### src/sv/sme_ram.sv
// Generic single-port-write, single-read synchronous RAM with registered read.
// No dependencies.
module sme_ram #(
    parameter int WIDTH = 32,
    parameter int DEPTH = 64
) (
    input  logic                     clk,
    input  logic                     we,
    input  logic [$clog2(DEPTH)-1:0] waddr,
    input  logic [WIDTH-1:0]         wdata,
    input  logic [$clog2(DEPTH)-1:0] raddr,
    output logic [WIDTH-1:0]         rdata
);
    logic [WIDTH-1:0] mem [DEPTH];

    always_ff @(posedge clk)
    begin
        if (we)
        begin
            mem[waddr] <= wdata;
        end
        rdata <= mem[raddr];
    end
endmodule

### config.mk
export PLATFORM = sky130hd
export DESIGN_NAME = sme_ram
export DESIGN_NICKNAME = d
export VERILOG_FILES = /design/src/sv/sme_ram.sv
export SDC_FILE = /design/constraint.sdc
export NUM_CORES = 2
export LEC_CHECK = 0
export ABC_AREA = 0
export CORE_MARGIN = 5
export CORE_UTILIZATION = 27
export CTS_BUF_LIST = sky130_fd_sc_hd__clkbuf_4 sky130_fd_sc_hd__clkbuf_8
export DETAILED_ROUTE_END_ITERATION = 6
export DONT_BUFFER_PORTS = 1
export HOLD_SLACK_MARGIN = 0.15
export PLACE_DENSITY = 0.4
export SETUP_SLACK_MARGIN = 0.1
export SYNTH_ARGS = -nofsm -noshare
export SYNTH_HDL_FRONTEND = slang
export SYNTH_SLANG_ARGS = --single-unit
export TNS_END_PERCENT = 5
### constraint.sdc
create_clock -name clk -period 4.15 [get_ports clk]
set_clock_uncertainty 0.05 [all_clocks]
set_input_delay 0.415 -clock clk [delete_from_list [all_inputs] [get_ports clk]]
set_output_delay 0.415 -clock clk [all_outputs]
set_load 0.03 [all_outputs]
==> results.yml <==
clock_tree:
  cts_buffer_depth: 4
  clock_sinks: 2080
  path_clk_slew_ps: 60
  numCtsBuffers: 368
  cts_tree: "done"
  cts_root_buf: "clkbuf_8"
  worstSkewPairLatency_ps: 1070
  cts_max_level: 5
  postCtsSetupBuffers: 0
die:
  start_util_pct: 27.0
  core_sq_mm: 0.290
  dieWidth_um: 549
  ios: 78
  rows: 198
  die-area_sq_mm: 0.302
  die_h_um: 549
setup_path:
  required_ps: 5000
  rr_worst_depth: 8
  regToRegStartpoint: "mem[40][27]"
  regToRegEndpoint: "rdata[27]"
  crit_path_end: "rdata[31]"
  end_kind: "register"
  arrival_ps: 4750
  critical_path_class: "in -> reg"
  start_kind: "input port"
  cp_max_fo: 199
  r2r_setup_slack_ps: 910
  crit_path_start: "raddr[1]"
synth:
  avgSynthCellArea_sq_um: 23.6
  netlist_instances: 3324
  synth-simple-area-share_pct: 1.27
  synthXorXnorAreaFrac_pct: 0
  synth.area.mux_share_pct: 16.8
  ys_ff_latch: 2080
  synth_top_family_by_area: "multiplexers"
  synth_nets: 3370
  ys_seq_area_share_pct: 79.1
  ys_types: 34
  synth_area_sq_mm: 0.0785
  ys_warn_count: 0
  synth_fa_ha_area_share_pct: 0
  synth-compound-area-share_pct: 1.67
final_layout:
  layout.nets: 3779
  area_growth_pct: 18.0
  final_util_pct: 31.9
  drive_gt1_share_pct: 33.4
routing:
  wl_met1_mm: 107
  firstDrtPassIters: 6
  viasPerCell: 4.70
  vias: 37200
  drc: 0
  first_iter_violations: 3417
  wl_met3_mm: 11.7
  ant_nets: 0
  routed.top_layer: "met5"
  finalWirelength_mm: 245
  post_drt_wl_per_cell_um: 30.9
  wl_met2_mm: 120
power:
  share_clk_of_total_power_pct: 41.2
  vdd_ir_drop_max_mv: 0.346
  p_leak_uw: 0.0284
  power_per_cell_area_mw_per_mm2: 473
  comb_power_share_pct: 5.3
  internal-power_uw: 33800
  seq_power_share_pct: 53.6
  p_sw_share_pct: 22.8
  switchingPower_uw: 10000
sta:
  max_slew_margin_pct: -0.988
  worst_slack_ps: 249
  min_period_ps: 3900
  tightest_slew_ps: 1510
  rsz0062_at_grt: "yes"
  whs_ps: 201
  final.setup.tns_ps: 0
  finalMaxSlewViolations: 2
  timing_hold_violations_final: 0
  final.period_utilization_pct: 94.0
  achievable-frequency_mhz: 256
  setup_viol: 0
global_routing:
  grtUsageTotal_pct: 15.9
  grt_max_degree: 514
  grt_pass1_wl_mm: 334
  grt_pass1_vias: 39200
  gr-total-overflow: 0
  antenna_found_initial: 28
run:
  maxCapViolCount: 1
status:
  violations: "max-capacitance violations, max-slew violations"
  status: "finished with violations"
placed_design:
  pre_cts_ws_ps: 465
  dp_hpwl_mm: 121
  numPortBuffers: 0
  routabilityCongestion: 0.708
worst_hold_path:
  hold_path_class: "in -> reg"
cell type report:
type,count,area (sq um)
fillers,27800,198000
flip-flops and latches,2080,62100
multi-input cells,1062,16000
clock buffers,512,6210
well taps,3900,4880
repair buffers,221,2860
clock inverters,118,563
diodes,11,27.5
cells in the mapped netlist:
master       n  share of area (%)
a21oi_1     62               0.40
nand3b_1     5              0.048
and2_1       2              0.016
nand2_1     26               0.12
dfxtp_1     32               0.82
or2_1        1             0.0080
nand3_1      5              0.032
o22ai_1     84               0.67
nor2b_1     15               0.12
o32ai_1      4              0.045
a31oi_1      1             0.0080
buf_6        5              0.072
or2_0        1             0.0080
nor3_1       7              0.045
nand4b_1     1              0.011
buf_2       57               0.36
nand4_1      2              0.016
mux2i_1     93                1.2
nor2_1     137               0.65
buf_1       21               0.10
and3_1       4              0.032
buf_4       25               0.24
o221ai_1    27               0.30
clkbuf_1    74               0.35
mux4_2     544                 16
a311oi_1     8              0.089
or3b_2       3              0.033
nand2b_1     8              0.064
or3_1        3              0.024
or3b_1       2              0.022
a41o_1       4              0.051
or2_2        1             0.0080
edfxtp_1  2048                 78
a22oi_1     12               0.11
sequential cells by signal, summed over array words and instances, names as in the netlist:
register / flops
rdata: 32
mem: 2048
what timing repair did:
action / CTS / global route
gates resized for setup: 0 / 0
hold endpoints to repair: 2380 / 6
setup endpoints to repair: 0 / 3
hold buffers: 91 / 1
per-layer routing:
metal  GRT usage [%]  up-vias
met3            2.84      377
met5               0        -
met4            4.00        4
met2            26.4     1076
li1                -    15200
met1            21.6    20500
worst max-delay path, stage by stage:
cell and delay [ps]:
buf_16 560, buf_16 920, nand2b_1 760, o22ai_1 350, nor2_1 110, a21oi_1 140
dlygate4sd3_1 560, nor2_1 40, dlygate4sd3_1 580
through the flow:
step / instance area [sq um] / power (uW) / cells
6_report: 92700 / 43800 / 7904
5_1_grt: 92600 / 45600 / 7899
4_1_cts: 92400 / 44200 / 7884
3_5_place_dp: 84100 / 25400 / 7163
3_3_place_gp: 84100 / 25400 / 7163
2_1_floorplan: 78500 / 25000 / 3324
worst min path at each step:
stage                         start     endpoint  slack (ps)  depth (start not counted)
after floorplan            wdata[0]    mem[0][0]         460                          0
after global placement    wdata[20]  mem[18][20]         470                          0
after detailed placement  wdata[17]  mem[16][17]         480                          0
after CTS                  waddr[4]   mem[31][3]         150                          2
after global routing       raddr[1]    rdata[25]         140                          6
final                      raddr[2]     rdata[5]         200                          4
kinds of logic (layout without fill, tap and decap cells):
family,Yosys count,count (layout)
multiplexers,637,637
flip-flops,2080,2080
AO/OA/AOI/OAI,202,202
buffers and inverters,182,851
other,0,11
AND/OR/NAND/NOR,223,223
placed cells by master (no fill, tap or decap), types with 3 or more instances in the layout:
master | Yosys | layout
edfxtp_1 | 2048 | 2048
mux4_2 | 544 | 544
clkbuf_8 | 0 | 379
clkbuf_4 | 0 | 133
buf_4 | 25 | 106
mux2i_1 | 93 | 93
o22ai_1 | 84 | 84
clkinv_1 | 0 | 78
nor2_1 | 137 | 75
a21oi_1 | 62 | 62
nor2_4 | 0 | 62
dlygate4sd3_1 | 0 | 56
buf_16 | 0 | 41
dfxtp_1 | 32 | 32
clkinv_2 | 0 | 28
o221ai_1 | 27 | 27
nand2_1 | 26 | 25
buf_12 | 0 | 16
nor2b_1 | 15 | 14
a22oi_1 | 12 | 12
diode_2 | 0 | 11
a311oi_1 | 8 | 8
clkinvlp_4 | 0 | 7
nand2b_1 | 8 | 6
nand3b_1 | 5 | 5
nor3_1 | 7 | 5
nand3_1 | 5 | 5
and3_1 | 4 | 4
a41o_1 | 4 | 4
o32ai_1 | 4 | 4
or3b_2 | 3 | 3
or3_1 | 3 | 3
power groups by stage:
stage,registers [uW],clock network (uW),logic [uW]
detailed placement,23900,0,1450
finish,23500,18000,2310
floorplan,23800,0,1130
global placement,23900,0,1460
CTS,23500,18600,2100
global route,23500,19700,2450
No activity file was read; power rests on OpenSTA's default activity.
