### src/sv/sme_pkg.sv
// Package for the stack machine execute block: opcodes, status codes, state encoding.
// Used by sme_iter, stack_machine_execute and the testbench; depends on nothing.
package sme_pkg;

    typedef enum logic [4:0] {
        OP_HALT = 5'd0, OP_PUSH = 5'd1, OP_POP = 5'd2, OP_IN = 5'd3, OP_OUT = 5'd4,
        OP_ADD = 5'd5, OP_SUB = 5'd6, OP_MUL = 5'd7, OP_DIV = 5'd8, OP_SQRT = 5'd9,
        OP_SQR = 5'd10, OP_CALL = 5'd11, OP_RET = 5'd12, OP_JMP = 5'd13, OP_JA = 5'd14,
        OP_JAE = 5'd15, OP_JB = 5'd16, OP_JBE = 5'd17, OP_JE = 5'd18, OP_JNE = 5'd19
    } opcode_t;

    typedef enum logic [2:0] {
        ST_OK = 3'd0, ST_HALTED = 3'd1, ST_END = 3'd2, ST_ILLEGAL = 3'd3,
        ST_STACK = 3'd4, ST_DIVZERO = 3'd5
    } status_t;

    typedef enum logic [2:0] {
        S_IDLE, S_READ, S_EXEC, S_ITER, S_FINISH, S_OUT
    } state_t;

    localparam int REG_PROGRAM_LENGTH = 0;
    localparam int REG_SCALE = 1;
    localparam int REG_OPCODE_BYTES = 2;
    localparam int REG_VALUE_BYTES = 3;

    // Request to the iterative arithmetic unit.
    typedef struct packed {
        logic        start;
        logic        is_div;
        logic [63:0] numer;
        logic [31:0] denom;
    } iter_req_t;

    typedef struct packed {
        logic        done;
        logic [63:0] result;
    } iter_rsp_t;

endpackage

### src/sv/sme_iter.sv
// Iterative unit: signed 64/32 division truncating toward zero, or a 64-bit integer
// square root, one result bit per cycle. Depends on sme_pkg.
module sme_iter (
    input  logic               clk,
    input  logic               rst_n,
    input  sme_pkg::iter_req_t req,
    output sme_pkg::iter_rsp_t rsp
);
    import sme_pkg::*;

    logic        busy_reg;
    logic        busy_next;
    logic        div_reg;
    logic        neg_reg;
    logic [6:0]  cnt_reg;
    logic [6:0]  cnt_next;
    logic [63:0] num_reg;
    logic [63:0] num_next;
    logic [65:0] rem_reg;
    logic [65:0] rem_next;
    logic [63:0] quo_reg;
    logic [63:0] quo_next;
    logic [32:0] den_reg;
    logic [65:0] trial;
    logic [65:0] diff;
    logic [63:0] num_abs;
    logic [32:0] den_abs;

    assign num_abs = req.numer[63] ? (64'd0 - req.numer) : req.numer;
    assign den_abs = req.denom[31] ? (33'd0 - {1'b1, req.denom}) : {1'b0, req.denom};

    always_comb
    begin
        busy_next = busy_reg;
        cnt_next = cnt_reg;
        num_next = num_reg;
        rem_next = rem_reg;
        quo_next = quo_reg;
        trial = '0;
        diff = '0;
        if (busy_reg)
        begin
            if (div_reg)
            begin
                trial = {rem_reg[64:0], num_reg[63]};
                diff = trial - {33'd0, den_reg};
                num_next = {num_reg[62:0], 1'b0};
                if (!diff[65])
                begin
                    rem_next = diff;
                    quo_next = {quo_reg[62:0], 1'b1};
                end
                else
                begin
                    rem_next = trial;
                    quo_next = {quo_reg[62:0], 1'b0};
                end
                cnt_next = cnt_reg - 7'd1;
            end
            else
            begin
                trial = {rem_reg[63:0], num_reg[63:62]};
                diff = trial - {quo_reg, 2'b01};
                num_next = {num_reg[61:0], 2'b00};
                if (!diff[65])
                begin
                    rem_next = diff;
                    quo_next = {quo_reg[62:0], 1'b1};
                end
                else
                begin
                    rem_next = trial;
                    quo_next = {quo_reg[62:0], 1'b0};
                end
                cnt_next = cnt_reg - 7'd2;
            end
            if ((div_reg && cnt_reg == 7'd1) || (!div_reg && cnt_reg == 7'd2))
            begin
                busy_next = 1'b0;
            end
        end
        else if (req.start)
        begin
            busy_next = 1'b1;
            cnt_next = 7'd64;
            rem_next = '0;
            quo_next = '0;
            num_next = req.is_div ? num_abs : req.numer;
        end
    end

    always_ff @(posedge clk or negedge rst_n)
    begin
        if (!rst_n)
        begin
            busy_reg <= 1'b0;
            cnt_reg <= '0;
        end
        else
        begin
            busy_reg <= busy_next;
            cnt_reg <= cnt_next;
        end
    end

    always_ff @(posedge clk)
    begin
        num_reg <= num_next;
        rem_reg <= rem_next;
        quo_reg <= quo_next;
        if (!busy_reg && req.start)
        begin
            div_reg <= req.is_div;
            den_reg <= den_abs;
            neg_reg <= req.numer[63] ^ req.denom[31];
        end
    end

    logic done_reg;
    always_ff @(posedge clk or negedge rst_n)
    begin
        if (!rst_n)
        begin
            done_reg <= 1'b0;
        end
        else
        begin
            done_reg <= busy_reg && !busy_next;
        end
    end

    assign rsp.done = done_reg;
    assign rsp.result = (div_reg && neg_reg) ? (64'd0 - quo_reg) : quo_reg;
endmodule

### config.mk
export PLATFORM = sky130hd
export DESIGN_NAME = sme_iter
export DESIGN_NICKNAME = d
export VERILOG_FILES = /design/src/sv/sme_pkg.sv /design/src/sv/sme_iter.sv
export SDC_FILE = /design/constraint.sdc
export NUM_CORES = 1
export LEC_CHECK = 0
export BUFFER_PORTS_ARGS = -buffer_cell sky130_fd_sc_hd__buf_2
export CAP_MARGIN = 30
export CORE_ASPECT_RATIO = 1.5
export CORE_MARGIN = 5
export CORE_UTILIZATION = 40
export CTS_BUF_LIST = sky130_fd_sc_hd__clkbuf_2 sky130_fd_sc_hd__clkbuf_4 sky130_fd_sc_hd__clkbuf_8
export CTS_CLUSTER_SIZE = 30
export DETAILED_ROUTE_END_ITERATION = 10
export GPL_TIMING_DRIVEN = 0
export PLACE_DENSITY = 0.64
export SETUP_SLACK_MARGIN = 0.15
export SYNTH_ARGS = -nofsm -noshare
export SYNTH_HDL_FRONTEND = slang
export SYNTH_SLANG_ARGS = --single-unit
### constraint.sdc
create_clock -name clk -period 6.7 [get_ports clk]
set_clock_uncertainty 0.1 [all_clocks]
set_input_delay 0.335 -clock clk [delete_from_list [all_inputs] [get_ports clk]]
set_output_delay 0.335 -clock clk [all_outputs]
set_load 0.05 [all_outputs]
==> flow_summary_export.csv <==
group,metric,value,unit
status,outcome,"finished, final reports clean",
clock_tree,cts_buffers,41,
placement,dpl.hpwl,57.7,mm
routing,drt_iter0_drc,1491,
timing,fmax,0.172,GHz
floorplan,core_area,51300,sq um
critical_path,cp-end-kind,"register",
floorplan,start_util,0.402,
clock_tree,clk_latency,620,ps
critical_path,cp-start-kind,"register",
yosys,syn_inst,2415,
yosys,netlist.area_leader.share,0.332,
timing,final-hold-violation-count,0,
power_and_ir_drop,p_leak,9.32,nW
yosys,synth_warnings,0,
critical_path,critical_path_buf_inv_count,3,
routing,drc,0,
critical_path,ff2ff_path_depth,14,
placement,gp_congestion,1.00,
timing,setup_ws,899,ps
placement,place_worst_setup_slack,1080,ps
timing,finalCritPeriodShare,0.866,
critical_path,worstSetupStartpoint,"quo_reg[0]",
hold_path,whs_path_depth,3,
global_route,antenna_found_initial,2,
critical_path,worstPathMaxFanout,10,
global_route,grt_usage,0.250,
clock_tree,cts.sinks,237,
clock_tree,cts_tree,"built",
critical_path,cp_top_family,"compound AO/OA/AOI/OAI gates",
floorplan,rows,102,
floorplan,die_area,56300,sq um
cells_and_area,nNetsFinal,2872,
routing,wl_per_cell,21.8,microns
cells_and_area,area.growth.synth_to_final,14.6,%
yosys,synth_top_cell_by_area,"edfxtp_1",
cells_and_area,final_cell_mix,"287 x nor2_1, 238 x a21oi_1, 228 x edfxtp_1, 198 x xnor2_1, 193 x nand2_1",
timing,finalSetupViolCount,0,
critical_path,required,6900,ps
global_route,grt-ovfl-total,0,
yosys,synthArstFlopShare,0.0380,
critical_path,critPathSlowestCell,"o21ai_0",
timing,fin_crit,5800,ps
yosys,ys_seq_elements,237,
hold_path,holdCritStartpoint,"req[89]",
cells_and_area,fill_cells,5158,
clock_tree,path_clk_slew,80,ps
critical_path,crit_type,"reg2reg",
cells_and_area,largest_reg_flops,65,
critical_path,crit_chain,"inv_1 -> ha_1 -> or3_1 -> o22a_1 -> o21ai_0 -> a21oi_1 -> o21ai_0 -> o21a_1 -> o311a_1 -> clkbuf_1 -> buf_1 -> nor2_1 -> a21oi_1 -> o22ai_1",
global_route,grt_start_max_net_pins,121,
global_route,grt_first_pass_wirelength,111,mm
global_route,first_global_vias,19700,
yosys,synthFlopType,"edfxtp_1",
yosys,synthesis.nets,2621,
routing,vias,19600,
power_and_ir_drop,power_density,608,nW/um^2
yosys,synth_area_per_cell,8.54,sq um
yosys,yosysSeqAreaShare,0.343,
placement,placed_area,22500,sq um
routing,ant_nets,0,
yosys,synth_edf_count,228,
clock_tree,cts.htree.levels,2,
routing,via_per_inst,5.79,
yosys,netlist_top_cells_area,"edfxtp_1 33%, xnor2_1 8.4%, ha_1 6.4%",
critical_path,path_depth,14,
floorplan,ios,165,
critical_path,slowest_delay,840,ps
clock_tree,cts_root_buf,"clkbuf_8",
critical_path,arrival,6010,ps
cells_and_area,fin_area,23600,sq um
hold_path,min_path_type,"in2reg",
timing,slew_headroom,0.287,
yosys,synth_cell_type_count,88,
placement,portBuffers,164,
yosys,synth_area,20600,sq um
floorplan,die_y,288,microns
critical_path,r2r_start,"quo_reg[0]",
timing,worstMarginPinSlew,1070,ps
clock_tree,clock_path_buffers,3,
clock_tree,cts_resized,0,
routing,wl,73.5,mm
cells_and_area,mostFrequentLayoutCell,"nor2_1",
floorplan,die_x,195,microns
power_and_ir_drop,irDropWorstVdd,540,uV
timing,rsz0062_at_grt,"false",
timing,finalMaxSlewViolations,0,
power_and_ir_drop,p_total,14.4,mW
flow_run,maxCapViolCount,0,
cells_and_area,layout-drive-gt1-share,0.110,
routing,drt_pass1_iterations,6,
==> timing repair <==
item / in CTS / in global routing
hold buffers: 33 / 0
setup buffers: 0 / 0
hold endpoints to repair: 41 / 0
==> cell type report <==
cell class,instances,area [sq um],share of cell area
antenna,2,5.00,0.000212
clock inverter,23,178,0.00752
inverter,135,514,0.0218
tap,676,846,0.0358
timing repair buffer,208,1310,0.0555
buffer,128,563,0.0238
sequential,237,7070,0.299
clock buffer,53,654,0.0277
multi-input combinational,1915,12500,0.528
==> worst register-to-register path: stages, from the launching register on <==
cell	delay, ps
edfxtp_1	440
inv_1	130
ha_1	250
or3_1	310
o22a_1	260
o21ai_0	550
a21oi_1	320
o21ai_0	840
o21a_1	310
o311a_1	260
clkbuf_1	590
buf_1	770
nor2_1	110
a21oi_1	150
o22ai_1	110
==> worst paths after layout <==
kind                               end  slack [ps]
hold reg to reg             cnt_reg[6]         400
max in group asynchronous   cnt_reg[1]        5560
hold / removal             num_reg[57]          40
min in group asynchronous   cnt_reg[5]         620
setup reg to reg           rem_reg[13]         900
setup / recovery           rem_reg[13]         900
==> logic make-up (layout without fill, tap and decap cells) <==
family / after synthesis / after routing / share of synthesized area
buffers and inverters: 263 / 547 / 0.0519
AOI/OAI and AO/OA: 672 / 672 / 0.202
DFF: 237 / 237 / 0.343
adders and majority gates: 106 / 106 / 0.0646
xor gates and xnor gates: 266 / 266 / 0.113
other: 1 / 3 / 0.000182
muxes: 100 / 100 / 0.0493
and+or+nand+nor: 770 / 770 / 0.176
==> where the power goes <==
group	internal (mW)	switching (mW)
sequential	2.57	0.701
clock	0.728	0.670
combinational	3.40	6.31
total	6.70	7.68
==> routing by layer <==
| layer | routed length, microns | track usage | vias up |
|---|---|---|---|
| met5 | 0 | 0 | - |
| met4 | 4600 | 0.141 | 0 |
| met3 | 4030 | 0.0300 | 221 |
| met2 | 36800 | 0.454 | 819 |
| met1 | 28000 | 0.282 | 9227 |
| li1 | - | - | 9298 |
==> through the flow <==
stage | setup TNS [ps] | utilization | hold WS, ps | std cells
6_report | 0 | 0.461 | 42.9 | 3377
3_5_place_dp | 0 | 0.438 | 110 | 3265
5_1_grt | 0 | 0.461 | 22.3 | 3376
2_1_floorplan | 0 | - | -60.6 | 2415
3_3_place_gp | -55600 | 0.435 | 105 | 3255
4_1_cts | 0 | 0.460 | 4.30 | 3374
==> synth_stat cells (18+ instances only) <==
cell type  count
xor2_1        68
ha_1         105
a21o_1        38
a21oi_1      238
clkbuf_1     104
o21bai_1      18
a31oi_1       35
nand2b_1      19
nor3_1        59
or3_1         22
mux2i_1       87
xnor2_1      198
nor2_1       287
a211oi_1      39
o21ai_0      147
edfxtp_1     228
inv_1        134
o31ai_1       41
nand3_1       46
nand2_1      193
nor4_1        20
nand4_1       40
Power figures use the tool's default switching activity.
